==> config.mk <==
export PLATFORM = sky130hd
export DESIGN_NAME = contiguous_partition_placer
export DESIGN_NICKNAME = d
export VERILOG_FILES = /design/src/sv/cpp_pkg.sv /design/src/sv/contiguous_partition_placer.sv /design/src/sv/cpp_alu.sv
export SDC_FILE = /design/constraint.sdc
export NUM_CORES = 2
export LEC_CHECK = 0
export BUFFER_PORTS_ARGS = -buffer_cell sky130_fd_sc_hd__buf_2
export CORE_MARGIN = 2
export CORE_UTILIZATION = 35
export DETAILED_ROUTE_END_ITERATION = 6
export GPL_ROUTABILITY_DRIVEN = 0
export PLACE_DENSITY = 0.53
export SYNTH_ARGS = -nofsm -noshare
export SYNTH_HDL_FRONTEND = slang
export SYNTH_SLANG_ARGS = --single-unit
==> constraint.sdc <==
create_clock -name i_clk -period 16.1 [get_ports i_clk]
set_clock_uncertainty 0.1 [all_clocks]
set_input_delay 1.61 -clock i_clk [delete_from_list [all_inputs] [get_ports i_clk]]
set_output_delay 1.61 -clock i_clk [all_outputs]
set_load 0.03 [all_outputs]
==> src/sv/cpp_pkg.sv <==
// types and constants shared by the contiguous partition placer
// request and result payloads, configuration indexes, shared unit codes
// no dependencies
package cpp_pkg;

    localparam logic CMD_LOAD  = 1'b0;
    localparam logic CMD_ALLOC = 1'b1;

    localparam logic [1:0] POL_FIRST = 2'd0;
    localparam logic [1:0] POL_BEST  = 2'd1;
    localparam logic [1:0] POL_WORST = 2'd2;

    localparam logic CFG_REGION_BASE   = 1'b0;
    localparam logic CFG_REGION_LENGTH = 1'b1;

    typedef struct packed {
        logic        cmd;
        logic [1:0]  slot_index;
        logic [31:0] slot_begin;
        logic [31:0] slot_length;
        logic        slot_in_use;
        logic [31:0] request_length;
        logic [1:0]  fit_policy;
    } t_in;

    typedef struct packed {
        logic        success;
        logic [31:0] placed_begin;
        logic [1:0]  placed_slot;
    } t_out;

    typedef enum logic {
        ALU_ADD = 1'b0,
        ALU_SUB = 1'b1
    } t_alu_op;

    typedef struct packed {
        logic        lt;
        logic        zero;
        logic [32:0] value;
    } t_alu_res;

endpackage

==> src/sv/contiguous_partition_placer.sv <==
// top level of the contiguous partition placer: slot table, sorter and gap scan
// sequencer driving one shared add/subtract unit
// depends on cpp_pkg and cpp_alu
//
// A load request writes one table slot; its result passes through the done state
// into the output register. An allocate request is worked through one add or
// compare per cycle on the shared unit: the used slots are sorted by repeated
// selection passes (one per used slot plus a final pass, which a full table skips,
// failing the allocate), then the gaps are scanned in address order through the
// minimum, subtract, fit, policy, extent add and extent compare steps as needed,
// then, if a gap fits, the table is rewritten in the write state. The request side
// is not ready while a request is being worked on; a finished result sits in an
// output register, so the next request is taken while that result waits.
module contiguous_partition_placer import cpp_pkg::*; #(
    parameter int SLOT_COUNT = 4
) (
    input  logic        i_clk,
    input  logic        i_rst_n,
    input  logic        i_in_valid,
    output logic        o_in_ready,
    input  t_in         i_in_data,
    output logic        o_out_valid,
    input  logic        i_out_ready,
    output t_out        o_out_data,
    input  logic        i_cfg_we,
    input  logic        i_cfg_idx,
    input  logic [31:0] i_cfg_data
);

    localparam int IW = (SLOT_COUNT > 1) ? $clog2(SLOT_COUNT) : 1;
    localparam int NW = $clog2(SLOT_COUNT + 1);
    localparam int XW = (NW > 2) ? NW : 2;

    typedef enum logic [11:0] {
        ST_IDLE     = 12'b0000_0000_0001,
        ST_SORT_CMP = 12'b0000_0000_0010,
        ST_SORT_PUT = 12'b0000_0000_0100,
        ST_END_ADD  = 12'b0000_0000_1000,
        ST_GAP_MIN  = 12'b0000_0001_0000,
        ST_GAP_SUB  = 12'b0000_0010_0000,
        ST_FIT_CMP  = 12'b0000_0100_0000,
        ST_POL_CMP  = 12'b0000_1000_0000,
        ST_EXT_ADD  = 12'b0001_0000_0000,
        ST_EXT_CMP  = 12'b0010_0000_0000,
        ST_WRITE    = 12'b0100_0000_0000,
        ST_DONE     = 12'b1000_0000_0000
    } t_state;

    t_state r_state, n_state;
    logic   r_out_valid, n_out_valid;
    t_out   r_out, n_out;
    t_out   r_res, n_res;

    logic [31:0] r_base, r_len;

    logic [31:0] r_eb [SLOT_COUNT];
    logic [31:0] r_el [SLOT_COUNT];
    logic        r_eu [SLOT_COUNT];
    logic [31:0] n_eb [SLOT_COUNT];
    logic [31:0] n_el [SLOT_COUNT];
    logic        n_eu [SLOT_COUNT];

    logic [31:0] r_sb [SLOT_COUNT];
    logic [31:0] r_sl [SLOT_COUNT];
    logic [31:0] n_sb [SLOT_COUNT];
    logic [31:0] n_sl [SLOT_COUNT];

    logic [SLOT_COUNT-1:0] r_taken, n_taken;
    logic [IW-1:0]         r_j, n_j;
    logic [IW-1:0]         r_best_idx, n_best_idx;
    logic                  r_have, n_have;
    logic [31:0]           r_best_begin, n_best_begin;
    logic [31:0]           r_best_len, n_best_len;
    logic [NW-1:0]         r_n, n_n;
    logic [NW-1:0]         r_k, n_k;
    logic [NW-1:0]         r_bpos, n_bpos;
    logic [32:0]           r_end, n_end;
    logic [32:0]           r_cursor, n_cursor;
    logic [32:0]           r_gap_end, n_gap_end;
    logic [32:0]           r_size, n_size;
    logic [32:0]           r_bsize, n_bsize;
    logic [32:0]           r_ext, n_ext;
    logic [31:0]           r_bstart, n_bstart;
    logic [31:0]           r_req, n_req;
    logic [1:0]            r_policy, n_policy;
    logic                  r_found, n_found;

    t_alu_op     w_alu_op;
    logic [32:0] w_alu_a, w_alu_b;
    t_alu_res    w_alu;
    logic        w_take;
    logic        w_found_now;
    logic [IW-1:0] w_kidx;
    logic [XW-1:0] w_load_idx;
    logic [XW-1:0] w_bpos_ext;
    t_state        w_scan_next;

    assign w_kidx     = r_k[IW-1:0];
    assign w_load_idx = XW'(i_in_data.slot_index);
    assign w_bpos_ext = XW'(r_bpos);

    cpp_alu u_alu (
        .i_op  (w_alu_op),
        .i_a   (w_alu_a),
        .i_b   (w_alu_b),
        .o_res (w_alu)
    );

    // operand selection for the shared unit
    always_comb begin
        w_alu_op = ALU_SUB;
        w_alu_a  = '0;
        w_alu_b  = '0;
        unique case (r_state)
            ST_SORT_CMP: begin
                w_alu_a = {1'b0, r_eb[r_j]};
                w_alu_b = {1'b0, r_best_begin};
            end
            ST_END_ADD: begin
                w_alu_op = ALU_ADD;
                w_alu_a  = {1'b0, r_base};
                w_alu_b  = {1'b0, r_len};
            end
            ST_GAP_MIN: begin
                w_alu_a = {1'b0, r_sb[w_kidx]};
                w_alu_b = r_end;
            end
            ST_GAP_SUB: begin
                w_alu_a = r_gap_end;
                w_alu_b = r_cursor;
            end
            ST_FIT_CMP: begin
                w_alu_a = r_size;
                w_alu_b = {1'b0, r_req};
            end
            ST_POL_CMP: begin
                w_alu_a = r_size;
                w_alu_b = r_bsize;
            end
            ST_EXT_ADD: begin
                w_alu_op = ALU_ADD;
                w_alu_a  = {1'b0, r_sb[w_kidx]};
                w_alu_b  = {1'b0, r_sl[w_kidx]};
            end
            ST_EXT_CMP: begin
                w_alu_a = r_ext;
                w_alu_b = r_cursor;
            end
            default: begin
                w_alu_op = ALU_SUB;
            end
        endcase
    end

    // gap selection
    always_comb begin
        w_take = 1'b0;
        if (r_state == ST_FIT_CMP) begin
            w_take = !w_alu.lt && !r_found;
        end else if (r_state == ST_POL_CMP) begin
            w_take = ((r_policy == POL_BEST) && w_alu.lt) ||
                     ((r_policy == POL_WORST) && !w_alu.lt && !w_alu.zero);
        end
    end

    assign w_found_now = r_found | w_take;

    always_comb begin
        if (r_k < r_n) begin
            w_scan_next = ST_EXT_ADD;
        end else if (w_found_now) begin
            w_scan_next = ST_WRITE;
        end else begin
            w_scan_next = ST_DONE;
        end
    end

    always_comb begin
        n_state      = r_state;
        n_res        = r_res;
        n_eb         = r_eb;
        n_el         = r_el;
        n_eu         = r_eu;
        n_sb         = r_sb;
        n_sl         = r_sl;
        n_taken      = r_taken;
        n_j          = r_j;
        n_best_idx   = r_best_idx;
        n_have       = r_have;
        n_best_begin = r_best_begin;
        n_best_len   = r_best_len;
        n_n          = r_n;
        n_k          = r_k;
        n_bpos       = r_bpos;
        n_end        = r_end;
        n_cursor     = r_cursor;
        n_gap_end    = r_gap_end;
        n_size       = r_size;
        n_bsize      = r_bsize;
        n_ext        = r_ext;
        n_bstart     = r_bstart;
        n_req        = r_req;
        n_policy     = r_policy;
        n_found      = r_found;

        unique case (r_state)
            ST_IDLE: begin
                if (i_in_valid) begin
                    if (i_in_data.cmd == CMD_LOAD) begin
                        for (int w = 0; w < SLOT_COUNT; w++) begin
                            if (w_load_idx == XW'(w)) begin
                                n_eb[w] = i_in_data.slot_begin;
                                n_el[w] = i_in_data.slot_length;
                                n_eu[w] = i_in_data.slot_in_use;
                            end
                        end
                        n_res.success      = (w_load_idx < XW'(SLOT_COUNT));
                        n_res.placed_begin = '0;
                        n_res.placed_slot  = i_in_data.slot_index;
                        n_state            = ST_DONE;
                    end else begin
                        n_req    = i_in_data.request_length;
                        n_policy = i_in_data.fit_policy;
                        n_n      = '0;
                        n_taken  = '0;
                        n_j      = '0;
                        n_have   = 1'b0;
                        n_res    = '0;
                        n_state  = ST_SORT_CMP;
                    end
                end
            end
            ST_SORT_CMP: begin
                if (r_eu[r_j] && !r_taken[r_j] && (!r_have || w_alu.lt)) begin
                    n_have       = 1'b1;
                    n_best_idx   = r_j;
                    n_best_begin = r_eb[r_j];
                    n_best_len   = r_el[r_j];
                end
                if (r_j == IW'(SLOT_COUNT - 1)) begin
                    n_state = ST_SORT_PUT;
                end else begin
                    n_j = r_j + 1'b1;
                end
            end
            ST_SORT_PUT: begin
                if (r_have) begin
                    n_sb[r_n[IW-1:0]]    = r_best_begin;
                    n_sl[r_n[IW-1:0]]    = r_best_len;
                    n_taken[r_best_idx] = 1'b1;
                    n_n                 = r_n + 1'b1;
                    n_j                 = '0;
                    n_have              = 1'b0;
                    if (r_n == NW'(SLOT_COUNT - 1)) begin
                        n_state = ST_DONE;
                    end else begin
                        n_state = ST_SORT_CMP;
                    end
                end else begin
                    n_state = ST_END_ADD;
                end
            end
            ST_END_ADD: begin
                n_end    = w_alu.value[32] ? {1'b1, 32'd0} : w_alu.value;
                n_cursor = {1'b0, r_base};
                n_k      = '0;
                n_found  = 1'b0;
                n_state  = ST_GAP_MIN;
            end
            ST_GAP_MIN: begin
                if ((r_k < r_n) && w_alu.lt) begin
                    n_gap_end = {1'b0, r_sb[w_kidx]};
                end else begin
                    n_gap_end = r_end;
                end
                n_state = ST_GAP_SUB;
            end
            ST_GAP_SUB: begin
                if (!w_alu.lt && !w_alu.zero) begin
                    n_size  = w_alu.value;
                    n_state = ST_FIT_CMP;
                end else begin
                    n_state = w_scan_next;
                end
            end
            ST_FIT_CMP: begin
                if (!w_alu.lt && r_found &&
                    ((r_policy == POL_BEST) || (r_policy == POL_WORST))) begin
                    n_state = ST_POL_CMP;
                end else begin
                    n_state = w_scan_next;
                end
            end
            ST_POL_CMP: begin
                n_state = w_scan_next;
            end
            ST_EXT_ADD: begin
                n_ext   = w_alu.value;
                n_state = ST_EXT_CMP;
            end
            ST_EXT_CMP: begin
                if (!w_alu.lt && !w_alu.zero) begin
                    n_cursor = r_ext;
                end
                n_k     = r_k + 1'b1;
                n_state = ST_GAP_MIN;
            end
            ST_WRITE: begin
                for (int w = 0; w < SLOT_COUNT; w++) begin
                    if (NW'(w) < r_bpos) begin
                        n_eb[w] = r_sb[w];
                        n_el[w] = r_sl[w];
                        n_eu[w] = 1'b1;
                    end else if (NW'(w) == r_bpos) begin
                        n_eb[w] = r_bstart;
                        n_el[w] = r_req;
                        n_eu[w] = 1'b1;
                    end else if ((w > 0) && (NW'(w) <= r_n)) begin
                        n_eb[w] = r_sb[(w > 0) ? w - 1 : 0];
                        n_el[w] = r_sl[(w > 0) ? w - 1 : 0];
                        n_eu[w] = 1'b1;
                    end else begin
                        n_eb[w] = '0;
                        n_el[w] = '0;
                        n_eu[w] = 1'b0;
                    end
                end
                n_res.success      = 1'b1;
                n_res.placed_begin = r_bstart;
                n_res.placed_slot  = w_bpos_ext[1:0];
                n_state            = ST_DONE;
            end
            ST_DONE: begin
                if (!r_out_valid || i_out_ready) begin
                    n_state = ST_IDLE;
                end
            end
            default: begin
                n_state = ST_IDLE;
            end
        endcase

        if (w_take) begin
            n_found  = 1'b1;
            n_bstart = r_cursor[31:0];
            n_bsize  = r_size;
            n_bpos   = r_k;
        end
    end

    // result register
    always_comb begin
        n_out       = r_out;
        n_out_valid = r_out_valid;
        if ((r_state == ST_DONE) && (!r_out_valid || i_out_ready)) begin
            n_out       = r_res;
            n_out_valid = 1'b1;
        end else if (i_out_ready) begin
            n_out_valid = 1'b0;
        end
    end

    always_ff @(posedge i_clk) begin
        if (!i_rst_n) begin
            r_state     <= ST_IDLE;
            r_out_valid <= 1'b0;
            r_base      <= '0;
            r_len       <= '0;
            r_eb        <= '{default: '0};
            r_el        <= '{default: '0};
            r_eu        <= '{default: 1'b0};
        end else begin
            r_state     <= n_state;
            r_out_valid <= n_out_valid;
            r_eb        <= n_eb;
            r_el        <= n_el;
            r_eu        <= n_eu;
            if (i_cfg_we) begin
                if (i_cfg_idx == CFG_REGION_BASE) begin
                    r_base <= i_cfg_data;
                end else if (i_cfg_idx == CFG_REGION_LENGTH) begin
                    r_len <= i_cfg_data;
                end
            end
        end
    end

    always_ff @(posedge i_clk) begin
        r_out        <= n_out;
        r_res        <= n_res;
        r_sb         <= n_sb;
        r_sl         <= n_sl;
        r_taken      <= n_taken;
        r_j          <= n_j;
        r_best_idx   <= n_best_idx;
        r_have       <= n_have;
        r_best_begin <= n_best_begin;
        r_best_len   <= n_best_len;
        r_n          <= n_n;
        r_k          <= n_k;
        r_bpos       <= n_bpos;
        r_end        <= n_end;
        r_cursor     <= n_cursor;
        r_gap_end    <= n_gap_end;
        r_size       <= n_size;
        r_bsize      <= n_bsize;
        r_ext        <= n_ext;
        r_bstart     <= n_bstart;
        r_req        <= n_req;
        r_policy     <= n_policy;
        r_found      <= n_found;
    end

    assign o_in_ready  = (r_state == ST_IDLE);
    assign o_out_valid = r_out_valid;
    assign o_out_data  = r_out;

endmodule

==> src/sv/cpp_alu.sv <==
// shared 33-bit add and subtract unit with compare flags
// depends on cpp_pkg
module cpp_alu import cpp_pkg::*; (
    input  t_alu_op     i_op,
    input  logic [32:0] i_a,
    input  logic [32:0] i_b,
    output t_alu_res    o_res
);

    logic [33:0] w_sum;

    always_comb begin
        unique case (i_op)
            ALU_ADD: w_sum = {1'b0, i_a} + {1'b0, i_b};
            ALU_SUB: w_sum = {1'b0, i_a} - {1'b0, i_b};
            default: w_sum = '0;
        endcase
    end

    assign o_res.value = w_sum[32:0];
    assign o_res.lt    = (i_op == ALU_SUB) & w_sum[33];
    assign o_res.zero  = (w_sum == '0);

endmodule

# After elaboration in Yosys (flattened, before gate mapping)
# Cells that the tools add are included.
# Widths: inputs -> output; s select.
# op_classes
n_addsub	5
n_reduce_logical	52
order_cmp	16
bitwise_logic	7
mux	121
eq_ne	35
# op_table
op	n
$mux 32	40
$mux 128	4
$pmux 128 s2	2
$bmux 32 s2	4
$bwmux 128	2
$pmux 33 s7	1
$pmux 33 s6	1
$pmux 12 s11	1
$mux 12	10
$mux 35	2
$pmux 35 s2	1
$pmux 34 s2	1
$mux 33	2
$pmux 33 s2	1
$demux 32 s2	1
$add 33x33->34	1
$logic_not 34->1	1
$sub 33x33->34	1
$mux 1	27
$reduce_and 4->1	6
$mux 4	5
$ne 2x2->1 const B	8
$pmux 4 s2	2
$reduce_and 2->1	7
50 further kinds	105
# word_totals
in_bits	140
regBits	1010

# Longest topological paths before layout
# depth
depth_word	19
ltp_mapped	27
mapped_depth_nobuf	24

# Cells and area by module
# From an unflattened synthesis, not the netlist that was laid out.
# hier_totals
hier_cells	4266
hier_area_um2	47092.7
# by_module_without_submodules
mod	n_inst	seq_area_each_um2	cells_each	area_per_inst_um2
contiguous_partition_placer	1	26945.8	3870	44408.8
cpp_alu	1	0.0	396	2683.8

# Worst setup path after synthesis
# OpenSTA, ideal clock, no wires.
# synth_timing
path_type	reg-to-reg
from	reg r_k[1]
to	reg r_bpos[0], enable pin
setup_time_ps	588
required_ps	15412
t_arrival_ps	9940
slack_ps	5472
synth_period_minus_slack_ps	10628
stages_incl_launch_ff	22
path_cell_list	edfxtp_1 > buf_2 > buf_2 > mux4_2 > a22oi_1 > nand3_1 > or4b_4 > or4_1 > nor3_2 > a21oi_1 > xnor2_1 > ha_1 > clkbuf_1 > a21oi_1 > o21ai_0 > or3_1 > o2111a_1 > o21ai_0 > a21oi_1 > mux2i_4 > nand2_1 > o21ai_0
# synth_via
elab_chain_cells	14
word_cells_on_any_way	23
# synth_lines
element	line_no	source
start: declaration	contiguous_partition_placer.sv:75	logic [NW-1:0] r_k, n_k;
start signal: assignment	contiguous_partition_placer.sv:400	r_k <= n_k;
$not 2->3 (not written as such) (*)	contiguous_partition_placer.sv:125, contiguous_partition_placer.sv:142, contiguous_partition_placer.sv:143	
$bmux 32 s2 (on tied branches)	contiguous_partition_placer.sv:143, contiguous_partition_placer.sv:125, contiguous_partition_placer.sv:142	
$mux 32 (on tied branches) (2 in a row)	contiguous_partition_placer.sv:143, contiguous_partition_placer.sv:125, contiguous_partition_placer.sv:142	
$pmux 33 s7 or $pmux 33 s6 (tied branches)	contiguous_partition_placer.sv:114	unique case (r_state)
$sub 33x33->34 or $add 33x33->34 (tied branches)	cpp_alu.sv:15, cpp_alu.sv:14	
$pmux 34 s2 (*)	cpp_alu.sv:13	unique case (i_op)
parallel branches: the longest is 6 deep, another holds $logic_not 34->1	--	
$mux 1 (*)	contiguous_partition_placer.sv:158	if (r_state == ST_FIT_CMP) begin
net w_take	contiguous_partition_placer.sv:91	logic w_take;
end signal: assignment	contiguous_partition_placer.sv:401	r_bpos <= n_bpos;
end: declaration	contiguous_partition_placer.sv:76	logic [NW-1:0] r_bpos, n_bpos;
# Mark *: on every way through the listed nets, which the timed path passes. The select of a mux whose other input is x is not followed.
# A chain may end at the register's enable or synchronous reset.

# Final worst setup path
# layout_timing
from	reg r_state[4]
to	reg r_cursor[7], enable pin
# layout_via
elab_chain_cells	10
word_cells_on_any_way	26
# layout_lines
element	line_no	source
start: declaration	contiguous_partition_placer.sv:49	t_state r_state, n_state;
start signal: assignment	contiguous_partition_placer.sv:373	r_state <= n_state;
$eq 12x10->1, or another cell as far along	contiguous_partition_placer.sv:114, contiguous_partition_placer.sv:206	
$reduce_or 2->1 (no line)	--	
$pmux 33 s7 or $pmux 33 s6 (tied branches)	contiguous_partition_placer.sv:114	
$sub 33x33->34 or $add 33x33->34 (tied branches)	cpp_alu.sv:15, cpp_alu.sv:14	
$pmux 34 s2	cpp_alu.sv:13	
$logic_not 34->1 or $and 1x1->1 (tied branches)	cpp_alu.sv:22, cpp_alu.sv:21	
$logic_not 1->1	contiguous_partition_placer.sv:302	if (!w_alu.lt && !w_alu.zero) begin
$logic_and 1x1->1	contiguous_partition_placer.sv:302	
$ne 2x2->1 (no line)	--	
$reduce_and 2->1 (no line) (*)	--	
end signal: assignment	contiguous_partition_placer.sv:403	r_cursor <= n_cursor;
end: declaration	contiguous_partition_placer.sv:78	logic [32:0] r_cursor, n_cursor;
# Mark *: on every way between the ends. The rest lies on a longest branch, timed or not.

==> results.yml <==
power:
  power_density_mw_per_mm2: 145
  peakVddDrop_mv: 0.105
  p_leak_nw: 18.9
timing:
  min_period_ns: 9.28
  rsz0062_at_grt: "no"
  fmax_ghz: 0.108
  worst_pin_slew_ns: 1.32
  hold_viol: 0
  setup_violations: 0
  fin_crit_sh_pct: 57.6
  maxSlewViolCount: 0
  slew_headroom_pct: 11.6
  tns_ns: 0
clock_tree:
  root_buffer: "clkbuf_16"
  cts_sinks: 1010
  cts_buffers: 110
  cts.path.max_buffers: 3
  worstSkewPairLatency_ns: 0.77
  cts_setup_buffers: 0
  h-tree-depth: 3
  cts_hold_buf: 0
  tritoncts: "yes"
  cts_resized: 0
  path_clk_slew_ns: 0.07
drt:
  ant_nets: 0
  routedWlPerCell_um: 30.0
  drc: 0
  via_per_inst: 6.16
  dr.pass1.iters: 7
  vias: 38958
  drtIter0Drc: 5210
  totalWireLength_um: 189000
floorplanning:
  core-area_mm2: 0.137
  io_pins: 177
  die_h_um: 376
  dieArea_mm2: 0.141
  start_util_pct: 35.2
  die_x_um: 376
  rows: 136
final_layout:
  areaGrowthSynthToFinish_pct: 12.7
  fin_nets: 4612
  drive_above_1_share_pct: 14.0
  instances_no_fill: 6323
synthesis:
  synth_area_leaders: "edfxtp_1, dfxtp_1, mux4_2, nand2_1, a22oi_1"
  avgSynthCellArea_um2: 10.9
  ys_types: 96
  synth_edf_count: 672
  synth_top_flop_cell: "edfxtp_1"
  synthesis.nets: 4602
  yosysTopAreaCell: "edfxtp_1"
  ys_ff_latch: 1010
  syn_area_mm2: 0.0483
  synth_top_area_share_pct: 41.7
  synth.most_common_cell: "nand2_1"
  postSynth.asyncResetShare_pct: 0
  ys_seq_area_share_pct: 55.7
  synthTopCellsByCount: "nand2_1, edfxtp_1, dfxtp_1, nor2_1, o21ai_0"
  syn_inst: 4417
  ys_warn_count: 0
worst_setup_path:
  end_kind: "flop"
  cp_max_fo: 36
  cp-start-kind: "flop"
  required_ns: 16.41
  worstSetupPathType: "reg2reg"
  cp.arrival_ns: 9.59
placed_design:
  dp.cells: 6109
  port_buffers: 176
  dpl.hpwl_um: 128000
grt:
  grt_max_degree: 171
  grt_use_total_pct: 26.2
  grt_overflow: 0
  grt_pass1_vias: 35865
  grt_pass1_wl_um: 269000
  antenna_found_initial: 13
flow_run:
  cap_violations: 0
min_path:
  hp-class: "reg2reg"
status:
  status: "complete, no violations"
==> critical path: stages, from the launching register on <==
cell and delay (ns):
dfxtp_1 0.91, nor4b_2 0.90, nand2_1 0.22, inv_2 0.37, buf_4 0.47, a22oi_1 0.13, and4_1 0.25, nand4_1 0.18
and4b_1 0.25, and2_0 0.28, nor2_1 0.18, xnor2_1 0.10, ha_1 0.41, a211oi_1 0.31, o21ai_0 0.15, a221oi_1 0.54
o211ai_1 0.17, nor2_1 0.31, nor2_1 0.12, a21oi_4 0.12, buf_4 0.42, nor4_1 0.17, nand3_1 0.20, a21oi_1 0.17
o31ai_4 0.97, buf_4 0.46
==> stage by stage <==
stage / worst slack (ns) / cell area [um2] / hold WS (ns) / utilization [%] / total power, W
after floorplan: 5.47 / 48300 / 0.300 / - / 0.00463
after global placement: 6.93 / 50800 / 0.301 / 37.0 / 0.00532
after detailed placement: 6.90 / 50800 / 0.305 / 37.0 / 0.00533
after CTS: 6.87 / 54500 / 0.311 / 39.7 / 0.00788
after global routing: 6.14 / 54500 / 0.319 / 39.7 / 0.00818
final: 6.82 / 54500 / 0.307 / 39.7 / 0.00789
==> power by group <==
part           total, W  leakage, nW  switching, W  internal, W
combinational   0.00204         8.29       0.00136     0.000684
clock           0.00256         1.78       0.00111      0.00145
sequential      0.00329         8.88      0.000173      0.00312
==> flip-flops by register name (all words and copies together) (netlist names), 12 cells and up <==
name	count
o_out_data	35
r_base	32
r_best_begin	32
r_best_len	32
r_bsize	33
r_bstart	32
r_cursor	33
r_eb	128
r_el	128
r_end	33
r_ext	33
r_gap_end	33
r_len	32
r_req	32
r_res	35
r_sb	128
r_size	33
r_sl	128
r_state	12
==> path summary, 6_finish.rpt <==
| path | from | to | slack, ns | depth (start not counted) |
|---|---|---|---|---|
| max reg2reg | r_state[4] | r_cursor[7] | 6.82 | 25 |
| max | r_state[4] | r_cursor[7] | 6.82 | 25 |
| min | r_res[31] | o_out_data[31] | 0.31 | 0 |
| min reg2reg | r_res[31] | o_out_data[31] | 0.31 | 0 |
==> per-layer routing <==
metal | share of wire, % | global-route usage (%)
met1 | 42 | 36.8
met2 | 44 | 39.4
met3 | 10 | 5.43
met4 | 4.1 | 10.2
met5 | 0.022 | 0
==> cell families (layout without fill, tap and decap cells) <==
group	Yosys count	after routing	share of synthesized area [%]
other cells	0	5	0
xor+xnor	62	62	1.12
mux	237	237	8.19
compound gates	1309	1309	17.6
fa+ha+maj	45	45	1.18
flops	1010	1010	55.7
simple gates	1352	1352	12.7
buf+inv	402	509	3.41
==> layout by cell type, fill, tap and decap left out, types with 24 or more instances in the layout <==
cell type,n
nand2_1,676
edfxtp_1,672
dfxtp_1,338
o21ai_0,304
nor2_1,304
a21oi_1,272
a22oi_1,216
buf_2,175
a211oi_1,134
a31oi_1,132
mux4_2,122
clkbuf_16,111
buf_4,81
mux2i_1,74
and3_1,73
a221oi_1,71
nand3_1,51
and2_1,47
ha_1,44
xnor2_1,42
inv_1,39
nor2b_1,33
mux2_1,32
a221o_1,31
clkbuf_1,27
nor3_1,24
==> area by class of cell <==
cell class                 instances  area, um2
antenna                            5       12.5
clock buffer                     154       3100
clock inverter                    55        547
sequential                      1010      26900
fill                           13077      82800
multi-input combinational       3005      20000
tap                             1794       2240
inverter                          43        166
timing repair buffer             257       1500
Power figures use the tool's default switching activity.
